`src/hw/rtl/sprite_layer_projection_assert.svh`:
```
// ----------------------------------------------------------------------------
// Sprite layer projection assertion macros
// Concurrent assertion wrappers clocked on clk and disabled in reset.
// ----------------------------------------------------------------------------
`ifndef SPRITE_LAYER_PROJECTION_ASSERT_SVH
`define SPRITE_LAYER_PROJECTION_ASSERT_SVH
`ifndef SYNTHESIS
`define SLP_ASSERT(lbl, prop, msg) \
	lbl: assert property (@(posedge clk) disable iff (!arst_n) prop) else $error(msg);
`define SLP_ASSERT_NEXT(lbl, ante, cons, msg) \
	lbl: assert property (@(posedge clk) disable iff (!arst_n) ante |=> cons) else $error(msg);
`else
`define SLP_ASSERT(lbl, prop, msg)
`define SLP_ASSERT_NEXT(lbl, ante, cons, msg)
`endif
`endif

```
`src/hw/rtl/slp_pkg.sv`:
```
// ----------------------------------------------------------------------------
// Sprite layer projection package
// Register map, fixed-point widths and the divider pipeline word.
// ----------------------------------------------------------------------------
package slp_pkg;

	localparam int MAX_SLICES = 64;

	typedef enum logic [2:0] {
		CFG_SIN_YAW       = 3'd0,
		CFG_SIN_PITCH     = 3'd1,
		CFG_COS_PITCH     = 3'd2,
		CFG_ZOOM          = 3'd3,
		CFG_LAYER_LIFT    = 3'd4,
		CFG_DEPTH_STEP    = 3'd5,
		CFG_VIEW_DISTANCE = 3'd6,
		CFG_SLICE_COUNT   = 3'd7
	} cfg_idx_t;

	localparam int CFG_IDX_W  = 3;
	localparam int CFG_DATA_W = 20;
	localparam int CNT_W      = 7;

	localparam logic signed [15:0] RST_SIN_YAW   = 16'sd0;
	localparam logic signed [15:0] RST_SIN_PITCH = 16'sd0;
	localparam logic signed [15:0] RST_COS_PITCH = 16'sd16384;
	localparam logic [15:0]        RST_ZOOM      = 16'd256;
	localparam logic signed [15:0] RST_LIFT      = 16'sd0;
	localparam logic [15:0]        RST_DEPTH     = 16'd256;
	localparam logic [19:0]        RST_VIEW_DIST = 20'd51200;
	localparam logic [CNT_W-1:0]   RST_SLICES    = 7'd1;
	localparam logic [CNT_W-1:0]   SLICE_MAX     = CNT_W'(MAX_SLICES);

	// datapath widths
	localparam int K_W     = 8;   // 2*j - (n-1)
	localparam int WZ_W    = 26;  // size * zoom
	localparam int JL_W    = 23;  // j * lift
	localparam int CZ_W    = 33;  // cos * zoom
	localparam int LIFT_W  = 56;  // j * lift * cos * zoom, Q30
	localparam int Z_W     = 25;  // z in Q9
	localparam int D9_W    = 21;  // distance in Q9
	localparam int DEN_SW  = 26;  // signed denominator
	localparam int DEN_W   = 24;  // denominator magnitude
	localparam int P_W     = 41;  // z * sin
	localparam int PP_SH   = 20;  // split point of z * sin
	localparam int PPL_W   = PP_SH + D9_W;
	localparam int PPH_W   = (P_W - PP_SH) + D9_W + 1;
	localparam int NUM_W   = 62;  // z * sin * d
	localparam int NMAG_W  = 61;
	localparam int BASE_W  = 57;  // Q30 position sums
	localparam int SH_W    = 55;  // signed perspective shift
	localparam int POS_W   = 16;
	localparam int RND_W   = BASE_W - 30;

	// quotient floor(|num| * 2^FRAC_SH / |den|), limited below 2^QUO_W
	localparam int FRAC_SH    = 7;
	localparam int QUO_W      = 54;
	localparam int RSH        = QUO_W - FRAC_SH;
	localparam int DIV_STEPS  = 2;
	localparam int DIV_STAGES = QUO_W / DIV_STEPS;

	localparam int PRE_STG  = 6;
	localparam int POST_STG = 3;
	localparam int NSTG     = PRE_STG + DIV_STAGES + POST_STG;

	localparam logic [QUO_W-1:0] QUO_SAT = QUO_W'(1) << (QUO_W - 1);
	localparam logic [QUO_W-1:0] QUO_THR = QUO_SAT + QUO_W'(128);

	typedef struct packed {
		logic [DEN_W-1:0] rem;
		logic [QUO_W-1:0] quo;
		logic [QUO_W-1:0] divd;
		logic             presat;
		logic             neg;
		logic             zr;
	} slp_lane_t;

	typedef struct packed {
		slp_lane_t                 x;
		slp_lane_t                 y;
		logic [DEN_W-1:0]          den_mag;
		logic signed [BASE_W-1:0]  bx;
		logic signed [BASE_W-1:0]  by;
		logic                      sat_den;
	} slp_div_t;

endpackage

```
`src/hw/rtl/slp_div_stage.sv`:
```
// ----------------------------------------------------------------------------
// Sprite layer projection divider stage
// Two restoring quotient bits per lane, x and y lanes share the divisor.
// ----------------------------------------------------------------------------
module slp_div_stage import slp_pkg::*; (
	input  logic     clk,
	input  logic     en,
	input  slp_div_t d_in,
	output slp_div_t d_out
);

	function automatic slp_lane_t lane_step(input slp_lane_t li, input logic [DEN_W-1:0] dm);
		slp_lane_t    lo;
		logic [DEN_W:0] r2;
		lo = li;
		for (int i = 0; i < DIV_STEPS; i++) begin
			r2 = {lo.rem, lo.divd[QUO_W-1]};
			lo.divd = {lo.divd[QUO_W-2:0], 1'b0};
			if (r2 >= {1'b0, dm}) begin
				r2 = r2 - {1'b0, dm};
				lo.quo = {lo.quo[QUO_W-2:0], 1'b1};
			end else begin
				lo.quo = {lo.quo[QUO_W-2:0], 1'b0};
			end
			lo.rem = r2[DEN_W-1:0];
		end
		return lo;
	endfunction

	slp_div_t nxt;

	always_comb begin
		nxt = d_in;
		nxt.x = lane_step(d_in.x, d_in.den_mag);
		nxt.y = lane_step(d_in.y, d_in.den_mag);
	end

	always_ff @(posedge clk) begin
		if (en) begin
			d_out <= nxt;
		end
	end

endmodule
```
`config.mk`:
```
export PLATFORM = sky130hd
export DESIGN_NAME = slp_div_stage
export DESIGN_NICKNAME = d
export VERILOG_FILES = /design/src/hw/rtl/sprite_layer_projection_assert.svh /design/src/hw/rtl/slp_pkg.sv /design/src/hw/rtl/slp_div_stage.sv
export SDC_FILE = /design/constraint.sdc
export NUM_CORES = 1
export LEC_CHECK = 0
export BUFFER_PORTS_ARGS = -buffer_cell sky130_fd_sc_hd__buf_2
export CAP_MARGIN = 0
export CORE_AREA = 2 2 318 320
export CTS_BUF_LIST = sky130_fd_sc_hd__clkbuf_8
export DETAILED_ROUTE_END_ITERATION = 8
export DIE_AREA = 0 0 320 322
export PLACE_DENSITY = 0.44
export SLEW_MARGIN = 20
export SYNTH_ARGS = -nofsm -noshare
export SYNTH_HDL_FRONTEND = slang
export SYNTH_SLANG_ARGS = --single-unit
```
`constraint.sdc`:
```
create_clock -name clk -period 21.3 [get_ports clk]
set_input_delay 4.26 -clock clk [delete_from_list [all_inputs] [get_ports clk]]
set_output_delay 4.26 -clock clk [all_outputs]
set_load 0.01 [all_outputs]
```
Word-level counts from Yosys, hierarchy flattened
Cells that the tools add are included.

Register bits: 405. Latch bits: 0. Bits in writable memories: 0. ROM bits: 0. Input bits: 411. Output and inout bits: 409. Memories kept: 0.

Add/subtract/negate cells: 4. Multipliers: 0. Divide/modulo/power cells: 0. $lt $le $gt $ge: 4. Equality and inequality tests: 0. Shift-type cells: 0. Muxes and demuxes: 8. Bitwise logic cells: 0. Reductions and logical operators: 0.

Operators by type and width (number): 25-bit by 24-bit >= comparator with 1-bit output (4); 24-bit 2-to-1 mux (4); 24-bit subtractor (4); 1-bit 2-to-1 mux (4).

Longest topological paths before layout
Depth in word-level cells: 4. Depth in mapped cells: 23. Gate-level depth less buffers: 22.

Worst setup path before layout
Ideal clock, no wire load.

Kind: input-to-reg. Start point: input d_in[116] (netlist bit). End point: register d_out[400] (netlist bit) (data pin). Setup time: 260 ps. Arrival time: 9828 ps. Slack: 11213 ps. Stages on the path: 23. Path through: inv_1 ha_1 nor2b_1 o31a_1 o2111ai_1 nand3_1 a221oi_1 a21o_1 a31o_2 inv_1 buf_1 mux2_2 ha_1 a2111oi_2 o21ai_1 o21a_1 a2111o_1 o221ai_2 or4b_1 and2_4 a211oi_4 buf_6 mux2_2.

RTL lines: start: declaration (RTL line slp_div_stage.sv:8) `input slp_div_t d_in,`; end signal: assignment (RTL line slp_div_stage.sv:40) `d_out <= nxt;`; end: declaration (RTL line slp_div_stage.sv:9) `output slp_div_t d_out`.

==> metrics.csv <==
stage;metric;value;unit
pwr;worst vdd ir;0.0456;mV
clocking;Setup Fix Bufs, Post-CTS;0;
final_layout;Finished Cell Area;25300;µm²
floorplan;chip width;320;µm
final_layout;nets;2617;
synthesis;mux share of post-synthesis cell area;0.0505;
synthesis;Synth Area per Inst;14.8;µm²
min_path;Worst Hold Depth;1;
final_layout;share of cells above drive strength 1;0.464;
timing;Slew HR;0.246;
floorplan;Initial Util;0.182;
detailed_routing;via count;14500;
final_layout;Area Overhead vs Synth;40.0;%
synthesis;Synth Area in Compound Gates;0.0924;
critical_path;worst-path fanout max;24;
clocking;Worst-path clk slew;60;ps
pwr;PwrDens;95.9;nW/µm²
synthesis;EDFF count, synth;405;
placed_design;GPL Wtd Cong;0.920;
clocking;CTS hold repair buffers;0;
critical_path;Worst Path Required;21720;ps
detailed_routing;DRC;0;
synthesis;largest family of logic cells by synthesized area;compound AO/OA/AOI/OAI gates;
timing;min cycle time layout;10800;ps
synthesis;Async S/R FF share, synth;0;
synthesis;#FFs+latches synth;405;
timing;post-layout worst setup margin;10500;ps
floorplan;die area;103000;µm²
timing;max-slew violation count;0;
detailed_routing;Initial DRC Count;898;
floorplan;# IOs;820;
clocking;H-Tree Depth;3;
min_path;Hold Path End;d_out[369];
clocking;total CTS buffers;79;
clocking;CTS sink count;405;
detailed_routing;metal2 WL;44.3;mm
synthesis;post-synthesis cell area;18100;µm²
final_layout;Regs by FF count;d_out: 405 flops;
synthesis;Area contributors post-synth;edfxtp_1, ha_1, mux2_2;
detailed_routing;Vias per Instance;4.16;
pwr;Comb pwr share;0.258;
timing;setup violators final;0;
synthesis;top_reg_cell synth;edfxtp_1;
synthesis;Synth Instances;1220;
clocking;Clock Tree Root;clkbuf_8;
final_layout;Biggest register;d_out;
min_path;min-delay src;d_in[367];
global_routing;vias in the first global route;14700;
placed_design;port bufs;811;
global_routing;pin count of the biggest net entering global routing;85;
detailed_routing;antenna-violating nets left;0;
floorplan;CORE AREA;99600;µm²
status;status;complete, no violations;
final_layout;max reg flops;405;
synthesis;post-synth top area share;0.672;
final_layout;most frequent cells in the layout;buf_2, edfxtp_1, ha_1, clkbuf_8, inv_1;
timing;RSZ-0062 raised after global routing;false;
pwr;Leak Pwr;10.7;nW
floorplan;# rows;116;
global_routing;Global Route Usage Sum;0.164;
synthesis;Yosys cell types;67;
detailed_routing;M1 WL;31.3;mm
pwr;switch share;0.316;
pwr;net switching power;0.767;mW
timing;Final Cycle Share;0.507;
detailed_routing;Routed WL per cell;25.5;µm
placed_design;Detailed Place HPWL;73.0;mm
pwr;clock network power share;0.324;
detailed_routing;Routed WL;88.9;mm
clocking;CTS tree;yes;
critical_path;CP Class;input pin to register;
run;max-cap violations;0;
synthesis;Simple-Gate Fraction of Synth Area;0.0609;
pwr;cell internal pwr;1.66;mW
clocking;Bufs on Longest Clock Path;3;
synthesis;largest area contributor in the netlist;edfxtp_1;
pwr;Flop pwr share;0.419;
timing;Hold Vio Cnt, Final;0;
global_routing;first-pass GRT wire length;118;mm
synthesis;adder-cell area share of the yosys netlist;0.0708;
placed_design;pre-CTS setup slack;9730;ps
synthesis;sequential element share of the synthesized area;0.672;
critical_path;critical path endpoint category;register;
critical_path;startpoint types;input pin;
global_routing;initial antenna violation count;62;
final_layout;commonest non-fill, non-tap cell in the layout;buf_2;
global_routing;gr ovfl total;0;
critical_path;Worst EP arrival;11220;ps
min_path;type of the most critical hold path;input pin to register;
synthesis;Ys Warns;0;
floorplan;DIE HEIGHT;322;µm
clocking;post-CTS sizing;0;
detailed_routing;DR top layer;met5;
detailed_routing;Met3 Routed Length;10.1;mm
timing;TNS Setup;0;ps
detailed_routing;DRT Pass-1 Iters;5;
timing;fmax;92.6;MHz
synthesis;xor and xnor area share after synthesis;0.0358;
placed_design;placed cell area;23800;µm²
timing;Slew @ Worst Pin;1130;ps
-- metal layers --
metal / global-route usage / vias to the layer above
met5: 0 / -
met4: 0.0569 / 52
met3: 0.0783 / 179
met2: 0.286 / 627
met1: 0.173 / 7089
li1: - / 6525
-- critical path, stage by stage --
cell and delay [ps]:
buf_2 110, inv_1 380, ha_1 330, nor2b_1 150, o31a_1 300, o2111ai_1 210, nand3_1 280, a221oi_1 550
a21o_1 200, a31o_2 280, inv_1 460, mux2_2 460, ha_1 230, or4_1 550, o2111ai_1 350, a21oi_1 200
o221ai_2 270, or4b_1 490, and2_4 180, a211oi_4 190, buf_4 380, mux2_2 400
-- cell families after synthesis --
| logic type | count (synthesis) |
|---|---|
| AO/OA/AOI/OAI | 254 |
| XOR/XNOR | 74 |
| adder cells (fa/ha/maj) | 100 |
| buffers and inverters | 77 |
| flip-flops | 405 |
| multiplexers | 82 |
| other | 1 |
| AND/OR/NAND/NOR | 227 |
-- cell type report --
class,count,area [µm²]
antenna,20,50.0
sequential,405,12200
fill,10500,74200
timing repair buffer,819,4130
tap,1298,1620
clock buffer,80,1100
inverter,60,225
clock inverter,59,417
multi-input combinational,741,5630
-- power groups by stage --
stage          sequential, mW  combinational, mW  clock, mW
3_3_place_gp             1.03              0.632          0
3_5_place_dp             1.03              0.633          0
5_1_grt                  1.03              0.682      0.853
4_1_cts                  1.02              0.639      0.824
2_1_floorplan            1.08              0.304          0
6_report                 1.02              0.626      0.786
-- how the worst max path moves through the flow --
stage                   start    endpoint  slack (ps)  depth (start not counted)
global route        d_in[116]  d_out[394]       10150                         23
CTS                 d_in[116]  d_out[406]       10530                         23
global placement    d_in[116]  d_out[406]        9810                         22
finish              d_in[116]  d_out[406]       10500                         22
floorplan           d_in[116]  d_out[400]       11210                         23
detailed placement  d_in[116]  d_out[406]        9730                         23
-- synth_stat cells (11+ instances only) --
library cell / n
a21o_1: 27
a21oi_1: 63
a31oi_1: 11
edfxtp_1: 405
ha_1: 96
inv_1: 60
mux2_2: 73
nand2_1: 62
nand2b_1: 13
nand3_1: 22
nand4_1: 12
nor2_1: 53
nor3_1: 18
o21a_1: 11
o21ai_0: 65
xnor2_1: 53
xor2_1: 21
-- metrics by stage --
stage / cells / utilization / total power, mW / hold WS, ps
3_3_place_gp: 3323 / 0.239 / 1.66 / 4440
6_report: 3482 / 0.255 / 2.43 / 3730
5_1_grt: 3466 / 0.254 / 2.56 / 3660
2_1_floorplan: 1223 / - / 1.38 / 4360
4_1_cts: 3462 / 0.254 / 2.48 / 3610
3_5_place_dp: 3323 / 0.239 / 1.66 / 4440
Power figures use the tool's default switching activity.
